==> src/design/sffg_pkg.sv <==
// Package for the serial frame filter gateway: shared constants, the command
// passed from the front end to the back end, the back-end state type and a helper.
// No dependencies.
package sffg_pkg;

    // Default sizes, handed down from the top level as parameters.
    localparam int DEF_FRAME_DEPTH = 64;
    localparam int DEF_MATCH_BYTES = 8;

    // Width of a frame total (length plus two), large enough for the largest length byte.
    localparam int TOT_W = 9;

    // Framing constants.
    localparam logic [7:0] SYNC_A  = 8'h5A;
    localparam logic [7:0] SYNC_B  = 8'hA5;
    localparam logic [7:0] SUM_OK  = 8'hFF;
    localparam logic [7:0] MIN_LEN = 8'd2;

    // Configuration register indexes and reset values.
    localparam int          CFG_IDX_W          = 2;
    localparam logic [1:0]  CFG_DISCARD_SOURCE = 2'd0;
    localparam logic [1:0]  CFG_MATCH_MESSAGE  = 2'd1;
    localparam logic [1:0]  CFG_REPLACE_MESSAGE = 2'd2;
    localparam logic [7:0]  DISCARD_RST = 8'hA5;
    localparam logic [63:0] MATCH_RST   = 64'hA50606863D008A01;
    localparam logic [63:0] REPLACE_RST = 64'hA50606FFFFFFFF52;

    // Command queue between front and back end.
    localparam int CMDQ_DEPTH = 4;
    localparam int CMDQ_PTR_W = 2;

    // Work orders for the back end.
    typedef enum logic [1:0] {
        OP_BYTE,   // emit one plain byte
        OP_PAIR,   // emit the held sync byte and the length byte
        OP_FWD,    // emit a stored frame in full
        OP_REPL    // emit the replacement message
    } t_cmd_op;

    typedef struct packed {
        t_cmd_op          op;
        logic [7:0]       byte_a;
        logic [7:0]       byte_b;
        logic             flag;    // oversize for a pair, checksum failure for frames
        logic [TOT_W-1:0] total;
    } t_cmd;

    typedef enum logic [2:0] {
        S_IDLE,
        S_PAIR,
        S_REPL,
        S_FRD,
        S_FLD
    } t_back_state;

    // Byte i of an eight-byte message, first byte in the top bits.
    function automatic logic [7:0] msg_byte(input logic [63:0] msg, input logic [2:0] i);
        logic [5:0] sh;
        sh = 6'd56 - {i, 3'b000};
        return 8'(msg >> sh);
    endfunction

endpackage

==> src/design/serial_frame_filter_gateway_unit.sv <==
// Serial frame filter gateway. A byte outside a frame reaches the ports through the
// command queue and result register. Frame bytes are accepted one per cycle unless
// input stalls (queue full, or a forwarded frame being read out). A complete frame is
// replaced, forwarded or dropped; forwarded bytes take a registered store read (S_FRD)
// and a load (S_FLD), replacement bytes one per cycle while the result slot is free.
// Synchronous reset clears framing, queue, results and registers; the store is kept.
module serial_frame_filter_gateway_unit import sffg_pkg::*; #(
    parameter int FRAME_DEPTH = DEF_FRAME_DEPTH,
    parameter int MATCH_BYTES = DEF_MATCH_BYTES
) (
    input  logic                 i_clk,
    input  logic                 i_rst_n,
    input  logic                 push,
    output logic                 full,
    input  logic [7:0]           i_in_byte,
    output logic                 empty,
    input  logic                 pop,
    output logic [7:0]           o_out_byte,
    output logic                 o_last_of_run,
    output logic                 o_checksum_bad,
    output logic                 o_replaced,
    output logic                 o_oversize,
    input  logic                 i_cfg_we,
    input  logic [CFG_IDX_W-1:0] i_cfg_index,
    input  logic [63:0]          i_cfg_data
);

    localparam int ADDR_W = $clog2(FRAME_DEPTH);

    logic [7:0]        r_discard_source;
    logic [63:0]       r_match_message;
    logic [63:0]       r_replace_message;

    logic              q_full;
    logic              q_empty;
    logic              q_push;
    logic              q_pop;
    t_cmd              q_in_cmd;
    t_cmd              q_out_cmd;
    logic              wr_en;
    logic [ADDR_W-1:0] wr_addr;
    logic [7:0]        wr_data;
    logic              fwd_done;

    // Configuration registers.
    always_ff @(posedge i_clk) begin
        if (!i_rst_n) begin
            r_discard_source  <= DISCARD_RST;
            r_match_message   <= MATCH_RST;
            r_replace_message <= REPLACE_RST;
        end else if (i_cfg_we) begin
            case (i_cfg_index)
                CFG_DISCARD_SOURCE:  r_discard_source  <= i_cfg_data[7:0];
                CFG_MATCH_MESSAGE:   r_match_message   <= i_cfg_data;
                CFG_REPLACE_MESSAGE: r_replace_message <= i_cfg_data;
                default:             r_discard_source  <= r_discard_source;
            endcase
        end
    end

    // Front end: framing and classification.
    sffg_front #(
        .FRAME_DEPTH (FRAME_DEPTH),
        .MATCH_BYTES (MATCH_BYTES)
    ) u_front (
        .i_clk            (i_clk),
        .i_rst_n          (i_rst_n),
        .i_push           (push),
        .i_in_byte        (i_in_byte),
        .o_full           (full),
        .i_discard_source (r_discard_source),
        .i_match_message  (r_match_message),
        .i_q_full         (q_full),
        .i_fwd_done       (fwd_done),
        .o_cmd_push       (q_push),
        .o_cmd            (q_in_cmd),
        .o_wr_en          (wr_en),
        .o_wr_addr        (wr_addr),
        .o_wr_data        (wr_data)
    );

    // Command queue between the two halves.
    sffg_cmdq u_cmdq (
        .i_clk   (i_clk),
        .i_rst_n (i_rst_n),
        .i_push  (q_push),
        .i_cmd   (q_in_cmd),
        .o_full  (q_full),
        .i_pop   (q_pop),
        .o_empty (q_empty),
        .o_cmd   (q_out_cmd)
    );

    // Back end: emission of results.
    sffg_back #(
        .FRAME_DEPTH (FRAME_DEPTH),
        .MATCH_BYTES (MATCH_BYTES)
    ) u_back (
        .i_clk             (i_clk),
        .i_rst_n           (i_rst_n),
        .i_q_empty         (q_empty),
        .i_cmd             (q_out_cmd),
        .o_q_pop           (q_pop),
        .i_replace_message (r_replace_message),
        .i_wr_en           (wr_en),
        .i_wr_addr         (wr_addr),
        .i_wr_data         (wr_data),
        .i_pop             (pop),
        .o_empty           (empty),
        .o_out_byte        (o_out_byte),
        .o_last_of_run     (o_last_of_run),
        .o_checksum_bad    (o_checksum_bad),
        .o_replaced        (o_replaced),
        .o_oversize        (o_oversize),
        .o_fwd_done        (fwd_done)
    );

endmodule

==> src/design/sffg_cmdq.sv <==
// Short command queue that decouples the front end from the back end.
// Depends on sffg_pkg.
module sffg_cmdq import sffg_pkg::*; (
    input  logic i_clk,
    input  logic i_rst_n,
    input  logic i_push,
    input  t_cmd i_cmd,
    output logic o_full,
    input  logic i_pop,
    output logic o_empty,
    output t_cmd o_cmd
);

    t_cmd                r_mem [CMDQ_DEPTH];
    logic [CMDQ_PTR_W-1:0] r_wr_ptr;
    logic [CMDQ_PTR_W-1:0] r_rd_ptr;
    logic [CMDQ_PTR_W:0]   r_cnt;
    logic                  do_push;
    logic                  do_pop;

    assign o_full  = (r_cnt == (CMDQ_PTR_W+1)'(CMDQ_DEPTH));
    assign o_empty = (r_cnt == '0);
    assign o_cmd   = r_mem[r_rd_ptr];
    assign do_push = i_push & ~o_full;
    assign do_pop  = i_pop & ~o_empty;

    // Entry storage.
    always_ff @(posedge i_clk) begin
        if (do_push) begin
            r_mem[r_wr_ptr] <= i_cmd;
        end
    end

    // Pointers and fill level.
    always_ff @(posedge i_clk) begin
        if (!i_rst_n) begin
            r_wr_ptr <= '0;
            r_rd_ptr <= '0;
            r_cnt    <= '0;
        end else begin
            if (do_push) begin
                r_wr_ptr <= r_wr_ptr + 1'b1;
            end
            if (do_pop) begin
                r_rd_ptr <= r_rd_ptr + 1'b1;
            end
            case ({do_push, do_pop})
                2'b10:   r_cnt <= r_cnt + 1'b1;
                2'b01:   r_cnt <= r_cnt - 1'b1;
                default: r_cnt <= r_cnt;
            endcase
        end
    end

endmodule

==> src/design/sffg_front.sv <==
// Front end: accepts received bytes, tracks framing, count and checksum, keeps
// the frame head for matching and issues commands. Depends on sffg_pkg.
module sffg_front import sffg_pkg::*; #(
    parameter int FRAME_DEPTH = DEF_FRAME_DEPTH,
    parameter int MATCH_BYTES = DEF_MATCH_BYTES
) (
    input  logic                           i_clk,
    input  logic                           i_rst_n,
    input  logic                           i_push,
    input  logic [7:0]                     i_in_byte,
    output logic                           o_full,
    input  logic [7:0]                     i_discard_source,
    input  logic [63:0]                    i_match_message,
    input  logic                           i_q_full,
    input  logic                           i_fwd_done,
    output logic                           o_cmd_push,
    output t_cmd                           o_cmd,
    output logic                           o_wr_en,
    output logic [$clog2(FRAME_DEPTH)-1:0] o_wr_addr,
    output logic [7:0]                     o_wr_data
);

    localparam int ADDR_W = $clog2(FRAME_DEPTH);
    localparam int CNT_W  = $clog2(FRAME_DEPTH + 1);

    logic [CNT_W-1:0] r_count, n_count;
    logic [7:0]       r_sum, n_sum;
    logic [TOT_W-1:0] r_total, n_total;
    logic             r_fwd_busy, n_fwd_busy;
    logic [7:0]       r_head [MATCH_BYTES];
    logic [7:0]       head_n [MATCH_BYTES];

    logic             accept;
    logic             is_sync;
    logic             len_low;
    logic             len_big;
    logic [7:0]       sum_add;
    logic [CNT_W-1:0] count_inc;
    logic             head_eq;
    logic             sum_bad;

    // The front end stalls while the command queue is full or a forwarded frame is still being read out.
    assign o_full  = i_q_full | r_fwd_busy;
    assign accept  = i_push & ~o_full;

    assign is_sync   = (i_in_byte == SYNC_A) || (i_in_byte == SYNC_B);
    assign len_low   = (i_in_byte < MIN_LEN);
    assign len_big   = (({1'b0, i_in_byte} + TOT_W'(2)) > TOT_W'(FRAME_DEPTH));
    assign sum_add   = r_sum + i_in_byte;
    assign count_inc = r_count + CNT_W'(1);
    assign sum_bad   = (sum_add != SUM_OK);

    // Frame head including the byte now arriving, and its comparison.
    always_comb begin
        head_eq = 1'b1;
        for (int k = 0; k < MATCH_BYTES; k++) begin
            head_n[k] = (r_count == CNT_W'(k)) ? i_in_byte : r_head[k];
            if (head_n[k] != msg_byte(i_match_message, 3'(k))) begin
                head_eq = 1'b0;
            end
        end
    end

    // Framing decisions for the accepted byte.
    always_comb begin
        n_count    = r_count;
        n_sum      = r_sum;
        n_total    = r_total;
        n_fwd_busy = r_fwd_busy;
        o_cmd_push = 1'b0;
        o_cmd      = '0;
        o_wr_en    = 1'b0;
        o_wr_addr  = r_count[ADDR_W-1:0];
        o_wr_data  = i_in_byte;

        if (i_fwd_done) begin
            n_fwd_busy = 1'b0;
        end

        if (accept) begin
            if (r_count == '0) begin
                if (is_sync) begin
                    o_wr_en = 1'b1;
                    n_sum   = i_in_byte;
                    n_count = CNT_W'(1);
                end else begin
                    o_cmd_push  = 1'b1;
                    o_cmd.op    = OP_BYTE;
                    o_cmd.byte_a = i_in_byte;
                end
            end else if (r_count == CNT_W'(1)) begin
                if (len_low || len_big) begin
                    // Bad length: the header passes through as plain bytes.
                    o_cmd_push   = 1'b1;
                    o_cmd.op     = OP_PAIR;
                    o_cmd.byte_a = r_head[0];
                    o_cmd.byte_b = i_in_byte;
                    o_cmd.flag   = ~len_low;
                    n_count      = '0;
                    n_sum        = '0;
                end else begin
                    o_wr_en = 1'b1;
                    n_sum   = sum_add;
                    n_count = CNT_W'(2);
                    n_total = {1'b0, i_in_byte} + TOT_W'(2);
                end
            end else begin
                o_wr_en = 1'b1;
                if (TOT_W'(count_inc) < r_total) begin
                    n_sum   = sum_add;
                    n_count = count_inc;
                end else begin
                    // Frame complete: replace, drop or forward.
                    n_count = '0;
                    n_sum   = '0;
                    o_cmd.flag  = sum_bad;
                    o_cmd.total = r_total;
                    if ((r_total >= TOT_W'(MATCH_BYTES)) && head_eq) begin
                        o_cmd_push = 1'b1;
                        o_cmd.op   = OP_REPL;
                    end else if (r_head[0] != i_discard_source) begin
                        o_cmd_push = 1'b1;
                        o_cmd.op   = OP_FWD;
                        n_fwd_busy = 1'b1;
                    end
                end
            end
        end
    end

    // Head bytes are captured alongside the frame store writes.
    always_ff @(posedge i_clk) begin
        if (o_wr_en) begin
            for (int k = 0; k < MATCH_BYTES; k++) begin
                r_head[k] <= head_n[k];
            end
        end
        r_total <= n_total;
    end

    // Control state.
    always_ff @(posedge i_clk) begin
        if (!i_rst_n) begin
            r_count    <= '0;
            r_sum      <= '0;
            r_fwd_busy <= 1'b0;
        end else begin
            r_count    <= n_count;
            r_sum      <= n_sum;
            r_fwd_busy <= n_fwd_busy;
        end
    end

endmodule

==> src/design/sffg_back.sv <==
// Back end: carries out queued commands, holds the frame store and drives the
// registered result stage. Depends on sffg_pkg.
module sffg_back import sffg_pkg::*; #(
    parameter int FRAME_DEPTH = DEF_FRAME_DEPTH,
    parameter int MATCH_BYTES = DEF_MATCH_BYTES
) (
    input  logic                           i_clk,
    input  logic                           i_rst_n,
    input  logic                           i_q_empty,
    input  t_cmd                           i_cmd,
    output logic                           o_q_pop,
    input  logic [63:0]                    i_replace_message,
    input  logic                           i_wr_en,
    input  logic [$clog2(FRAME_DEPTH)-1:0] i_wr_addr,
    input  logic [7:0]                     i_wr_data,
    input  logic                           i_pop,
    output logic                           o_empty,
    output logic [7:0]                     o_out_byte,
    output logic                           o_last_of_run,
    output logic                           o_checksum_bad,
    output logic                           o_replaced,
    output logic                           o_oversize,
    output logic                           o_fwd_done
);

    localparam int ADDR_W = $clog2(FRAME_DEPTH);

    logic [7:0]        r_frame_store [FRAME_DEPTH];
    logic [7:0]        r_rd_data;
    t_back_state       r_state, n_state;
    logic [ADDR_W-1:0] r_idx, n_idx;
    logic              r_out_valid;
    logic [7:0]        r_out_byte;
    logic              r_out_last;
    logic              r_out_bad;
    logic              r_out_rep;
    logic              r_out_ovs;

    logic              slot_free;
    logic              load;
    logic [7:0]        ld_byte;
    logic              ld_last;
    logic              ld_bad;
    logic              ld_rep;
    logic              ld_ovs;
    logic              rd_en;
    logic              fwd_last;
    logic              repl_last;

    assign slot_free = ~r_out_valid | i_pop;
    assign fwd_last  = ((TOT_W'(r_idx) + TOT_W'(1)) == i_cmd.total);
    assign repl_last = (r_idx == ADDR_W'(MATCH_BYTES - 1));

    // Frame store: written by the front end, read one byte at a time here.
    always_ff @(posedge i_clk) begin
        if (i_wr_en) begin
            r_frame_store[i_wr_addr] <= i_wr_data;
        end
        if (rd_en) begin
            r_rd_data <= r_frame_store[r_idx];
        end
    end

    // Next state.
    always_comb begin
        n_state = r_state;
        case (r_state)
            S_IDLE: begin
                if (!i_q_empty && slot_free) begin
                    case (i_cmd.op)
                        OP_PAIR: n_state = S_PAIR;
                        OP_FWD:  n_state = S_FRD;
                        OP_REPL: n_state = S_REPL;
                        default: n_state = S_IDLE;
                    endcase
                end else if (!i_q_empty && (i_cmd.op == OP_FWD || i_cmd.op == OP_REPL)) begin
                    n_state = (i_cmd.op == OP_FWD) ? S_FRD : S_REPL;
                end
            end
            S_PAIR: begin
                if (slot_free) begin
                    n_state = S_IDLE;
                end
            end
            S_REPL: begin
                if (slot_free && repl_last) begin
                    n_state = S_IDLE;
                end
            end
            S_FRD: begin
                n_state = S_FLD;
            end
            S_FLD: begin
                if (slot_free) begin
                    n_state = fwd_last ? S_IDLE : S_FRD;
                end
            end
            default: n_state = S_IDLE;
        endcase
    end

    // Outputs of the sequencer: result loads, queue pops, store reads.
    always_comb begin
        load       = 1'b0;
        ld_byte    = i_cmd.byte_a;
        ld_last    = 1'b0;
        ld_bad     = 1'b0;
        ld_rep     = 1'b0;
        ld_ovs     = 1'b0;
        o_q_pop    = 1'b0;
        rd_en      = 1'b0;
        o_fwd_done = 1'b0;
        n_idx      = r_idx;
        case (r_state)
            S_IDLE: begin
                n_idx = '0;
                if (!i_q_empty && slot_free) begin
                    case (i_cmd.op)
                        OP_BYTE: begin
                            load    = 1'b1;
                            ld_last = 1'b1;
                            o_q_pop = 1'b1;
                        end
                        OP_PAIR: begin
                            load   = 1'b1;
                            ld_ovs = i_cmd.flag;
                        end
                        default: begin
                            load = 1'b0;
                        end
                    endcase
                end
            end
            S_PAIR: begin
                if (slot_free) begin
                    load    = 1'b1;
                    ld_byte = i_cmd.byte_b;
                    ld_last = 1'b1;
                    ld_ovs  = i_cmd.flag;
                    o_q_pop = 1'b1;
                end
            end
            S_REPL: begin
                if (slot_free) begin
                    load    = 1'b1;
                    ld_byte = msg_byte(i_replace_message, r_idx[2:0]);
                    ld_last = repl_last;
                    ld_bad  = i_cmd.flag;
                    ld_rep  = 1'b1;
                    o_q_pop = repl_last;
                    n_idx   = r_idx + ADDR_W'(1);
                end
            end
            S_FRD: begin
                rd_en = 1'b1;
            end
            S_FLD: begin
                if (slot_free) begin
                    load       = 1'b1;
                    ld_byte    = r_rd_data;
                    ld_last    = fwd_last;
                    ld_bad     = i_cmd.flag;
                    o_q_pop    = fwd_last;
                    o_fwd_done = fwd_last;
                    n_idx      = r_idx + ADDR_W'(1);
                end
            end
            default: begin
                n_idx = '0;
            end
        endcase
    end

    // Result register payload.
    always_ff @(posedge i_clk) begin
        if (load) begin
            r_out_byte <= ld_byte;
            r_out_last <= ld_last;
            r_out_bad  <= ld_bad;
            r_out_rep  <= ld_rep;
            r_out_ovs  <= ld_ovs;
        end
        r_idx <= n_idx;
    end

    // Sequencer state and result valid.
    always_ff @(posedge i_clk) begin
        if (!i_rst_n) begin
            r_state     <= S_IDLE;
            r_out_valid <= 1'b0;
        end else begin
            r_state <= n_state;
            if (load) begin
                r_out_valid <= 1'b1;
            end else if (i_pop) begin
                r_out_valid <= 1'b0;
            end
        end
    end

    assign o_empty        = ~r_out_valid;
    assign o_out_byte     = r_out_byte;
    assign o_last_of_run  = r_out_last;
    assign o_checksum_bad = r_out_bad;
    assign o_replaced     = r_out_rep;
    assign o_oversize     = r_out_ovs;

endmodule
==> config.mk <==
export PLATFORM = sky130hd
export DESIGN_NAME = serial_frame_filter_gateway_unit
export DESIGN_NICKNAME = d
export VERILOG_FILES = /design/src/design/sffg_pkg.sv /design/src/design/serial_frame_filter_gateway_unit.sv /design/src/design/sffg_cmdq.sv /design/src/design/sffg_front.sv /design/src/design/sffg_back.sv
export SDC_FILE = /design/constraint.sdc
export NUM_CORES = 1
export LEC_CHECK = 0
export CELL_PAD_IN_SITES_DETAIL_PLACEMENT = 1
export CELL_PAD_IN_SITES_GLOBAL_PLACEMENT = 1
export CORE_ASPECT_RATIO = 1.5
export CORE_MARGIN = 2
export CORE_UTILIZATION = 47
export CTS_BUF_LIST = sky130_fd_sc_hd__clkbuf_16
export CTS_CLUSTER_DIAMETER = 50
export CTS_CLUSTER_SIZE = 40
export DETAILED_ROUTE_END_ITERATION = 8
export DONT_BUFFER_PORTS = 1
export GPL_TIMING_DRIVEN = 0
export PLACE_DENSITY = 0.79
export SLEW_MARGIN = 25
export SYNTH_ARGS = -nofsm -noshare
export SYNTH_HDL_FRONTEND = slang
export SYNTH_HIERARCHICAL = 1
export SYNTH_SLANG_ARGS = --single-unit
==> constraint.sdc <==
create_clock -name i_clk -period 6.5 [get_ports i_clk]
set_input_delay 0.325 -clock i_clk [delete_from_list [all_inputs] [get_ports i_clk]]
set_output_delay 0.325 -clock i_clk [all_outputs]
set_load 0.005 [all_outputs]
==> reports/results.txt <==
Status: completed
Die extent in x: 240 um
RSZ-0062 raised after global routing: no
Core ar.: 82600 um^2
CP Max Fanout: 10
Via count: 25522
# IOs: 93
Remaining DRCs: 0
Initial antenna violation count: 7
CTS tree: built
Hold Crit Class: in -> reg
VDD IR max: 260 uV
Initial core utilization: 0.474
# Max-Cap Violations: 0
Synth Register Bits: 888
Hold depth: 3
Setup Buffers After CTS: 0
EDFF count, synth: 723
YS warnings: 6
Final worst slack: 0.323 ns
Area growth, synth to finish: 12.1%
Mapped Avg Cell Area: 14.6 um^2
Seq pwr share: 0.486
Crit path kind: reg -> reg
Internal power: 9.29 mW
PwrDens: 298 nW/um^2
Final net count: 2934
Clock latency on the worst-skew pair: 0.67 ns
Setup crit end kind: register
Slowest cell on the critical path: a2111oi_1
Overall Global Routing Usage: 0.323
Main combinational cell family by area after synthesis: multiplexers
Leakage: 14.8 nW
Synth Area in Simple Gates: 0.102
Total Wirelength: 138000 um
Period utilisation layout: 0.950
Detailed Place HPWL: 99100 um
Full die area: 85800 um^2
Critical path cell sequence: ha_1 -> nor4b_4 -> nand2_1 -> clkbuf_1 -> mux2i_1 -> a2111oi_1 -> o2111ai_1 -> nor4_2 -> nand4_1 -> a21oi_1 -> nor2b_1 -> buf_2 -> inv_2 -> ha_1 -> inv_1 -> fa_1 -> xor2_1 -> or3_1 -> a21boi_1
# rows: 129
Layout cells sized above 1: 0.155
Final hold violations: 0
Min-delay src: i_cfg_we
Post-DRT Antenna Nets: 0
Largest stage delay on the critical path: 0.62 ns
Placer Congestion: 0.973
Finish-stage setup viols: 0
Placement Setup Slack: -0.476 ns
Synth cell types: 95
Share of the yosys chip area belonging to registers: 0.638
CTS buffer count: 66
CP delay by family, top: simple AND/OR/NAND/NOR gates
Net Switching: 3.82 mW
H-tree Lvls: 3
Port Buffers: 0
Critical Path RT: 7.05 ns
Worst Setup Start Kind: register
CP bufs+invs: 4
Clock Power Share: 0.349
Post-synth top area share: 0.554
Worst R2R End: u_cmdq/r_cnt[2]$_SDFFE_PN0P_
Via density: 6.38
DR WL met3: 8540 um
Cell area after synthesis: 39200 um^2
DR WL/cell: 34.5 um
Final min period: 6.18 ns
Fin util: 0.532
Root Driver: clkbuf_16
Top routing layer in use: met5
Worst-path clk slew: 0.10 ns
XOR/XNOR share of the synthesized area: 0.0127
CP arrival: 6.73 ns
Net Sw Frac: 0.291
Mux contribution to synthesized area: 0.144
R2R depth: 19
Die Y-Extent: 358 um
List of most frequent post-synthesis cells: 723 x edfxtp_1, 214 x nand2_1, 174 x mux4_2, 165 x dfxtp_1, 147 x mux2i_1
DRT iter0 DRCs: 2602
Most used cell, CP: ha_1
Post-synthesis adder-cell area fraction: 0.0103
Drt pass-1 iters: 7
FF-to-FF Start: u_front/r_count[0]$_SDFFE_PN0P_
Vias in the first global route: 26884
Post-synth top flop: edfxtp_1
Mapped Cells: 2678
Design Power: 13.1 mW
Slew @ Worst Pin: 1.11 ns
Flop-to-flop setup slack: 0.32 ns
Post-route insts no fill: 3998
First-pass GRT wire length: 195000 um
Clock Path Buffers: 3
Placed cell count: 3800
Fraction of registers with async set or reset after synthesis: 0
CTS sink count: 888
Synth area leaders: edfxtp_1 55%, mux4_2 10%, dfxtp_1 8.4%, mux2i_1 3.8%, nand2_1 2.0%
Logic gate share of total power: 0.165
Most frequent cell after synthesis: edfxtp_1
Compound-cell area share of the yosys netlist: 0.0561
Rel. slew slack: 0.239
GRT overflow: 0
FILL cells: 8095
Yosys top cell by area: edfxtp_1
Final Max Tran Viols: 0
Worst Skew: 0.0560 ns
Hold Path End: r_replace_message[1]$_SDFFE_PN1P_
FMAX: 162 MHz
Met2 routed wirelength: 71100 um
Largest net degree at the start of global routing: 65
M1 WL: 45900 um
[flip-flops by register name, indices dropped and copies added, names as in the netlist, 2 cells and up, named ones only]
name	flops
u_cmdq/r_wr_ptr	2
u_back/o_out_byte	8
r_match_message	64
u_front/r_sum	8
u_front/r_count	7
u_front/r_head	64
u_cmdq/r_rd_ptr	2
u_back/r_frame_store	512
u_back/r_idx	6
u_cmdq/r_mem	112
u_back/r_state	3
r_discard_source	8
u_front/r_total	9
u_cmdq/r_cnt	3
u_back/r_rd_data	8
r_replace_message	64
[through the flow]
step | area (um^2) | hold WS, ns | TNS (ns)
floorplan | 39200 | 0.424 | 0
global placement | 40600 | 0.425 | -2117.98
global route | 43900 | 0.0689 | 0
detailed placement | 40800 | 0.426 | -12.07
CTS | 43900 | 0.0361 | 0
finish | 44000 | 0.0477 | 0
[per-layer routing]
metal | global-route usage | vias up
met5 | 0 | -
met4 | 0.245 | 2
met3 | 0.0500 | 453
met2 | 0.571 | 1363
met1 | 0.348 | 13115
li1 | - | 10589
[worst register-to-register path: stages (launching register included)]
cell and delay [ns]:
dfxtp_1 0.56, ha_1 0.34, nor4b_4 0.47, nand2_1 0.46, clkbuf_1 0.52, mux2i_1 0.30
a2111oi_1 0.62, o2111ai_1 0.22, nor4_2 0.58, nand4_1 0.19, a21oi_1 0.36, nor2b_1 0.17
buf_2 0.20, inv_2 0.05, ha_1 0.23, inv_1 0.08, fa_1 0.19, xor2_1 0.09
or3_1 0.32, a21boi_1 0.15
[kinds of logic after synthesis]
group / count (synthesis)
AOI/OAI and AO/OA: 324
xor gates and xnor gates: 57
adders and majority gates: 31
buffers and inverters: 294
DFF: 888
muxes: 342
other: 1
and+or+nand+nor: 741
[layout make-up]
| class | instances | area (um^2) | share of cell area |
|---|---|---|---|
| antenna | 10 | 25.0 | 0.000569 |
| buffer | 191 | 1070 | 0.0244 |
| clock buffer | 70 | 1750 | 0.0399 |
| clock inverter | 49 | 657 | 0.0149 |
| inverter | 103 | 387 | 0.00880 |
| multi-input combinational | 1497 | 12800 | 0.291 |
| sequential | 888 | 25000 | 0.569 |
| tap | 1113 | 1390 | 0.0317 |
| timing repair buffer | 77 | 865 | 0.0197 |
[timing repair]
action / 4_1_cts / 5_1_grt
resized for setup: 2 / 2
endpoints found under the setup margin: 103 / 2
hold buffers: 69 / 0
endpoints found under the hold margin: 150 / 0
pin swaps: 0 / 0
[worst max path at each step]
stage | from | end | slack, ns | cells past startpoint
final | u_front/r_count[0]$_SDFFE_PN0P_ | u_cmdq/r_cnt[2]$_SDFFE_PN0P_ | 0.32 | 19
after global routing | u_front/r_count[2]$_SDFFE_PN0P_ | u_cmdq/r_cnt[2]$_SDFFE_PN0P_ | 0.04 | 20
after CTS | u_front/r_count[0]$_SDFFE_PN0P_ | u_cmdq/r_cnt[2]$_SDFFE_PN0P_ | 0.16 | 19
after detailed placement | u_front/r_count[0]$_SDFFE_PN0P_ | u_cmdq/r_cnt[2]$_SDFFE_PN0P_ | -0.48 | 19
after global placement | i_in_byte[3] | u_back/r_frame_store[51][7]$_DFFE_PP_ | -3.95 | 13
after floorplan | i_in_byte[1] | u_back/r_frame_store[27][0]$_DFFE_PP_ | 0.02 | 13
[power by group through the flow]
stage / clock, mW / sequential, mW / combinational (mW)
2_1_floorplan: 0 / 6.44 / 1.26
3_3_place_gp: 0 / 6.49 / 1.99
3_5_place_dp: 0 / 6.50 / 2.06
4_1_cts: 4.62 / 6.37 / 2.12
5_1_grt: 4.80 / 6.38 / 2.22
6_report: 4.58 / 6.38 / 2.16
[cell usage in the layout, fill, tap and decap left out, types with 19 or more instances in the layout]
cell,synthesis,routed
nand4_1,27,27
nand2b_1,24,24
nor4_1,23,22
dlygate4sd3_1,0,69
buf_4,25,25
o22ai_1,46,46
nand2_1,214,214
ha_1,29,29
o211ai_1,32,32
o21ai_0,71,71
and3_1,20,20
nand4b_1,32,32
mux2_2,19,19
xor2_1,30,30
mux2i_1,147,147
clkbuf_1,89,89
a21oi_1,49,48
nor2_1,123,123
nor3_1,29,28
mux4_2,174,174
dfxtp_1,165,165
xnor2_1,27,27
clkbuf_16,0,70
edfxtp_1,723,723
nand3_1,46,46
and2_1,24,20
nor2b_1,89,89
buf_2,41,41
inv_1,101,103
Note: power is estimated with default switching activity, not from simulation.
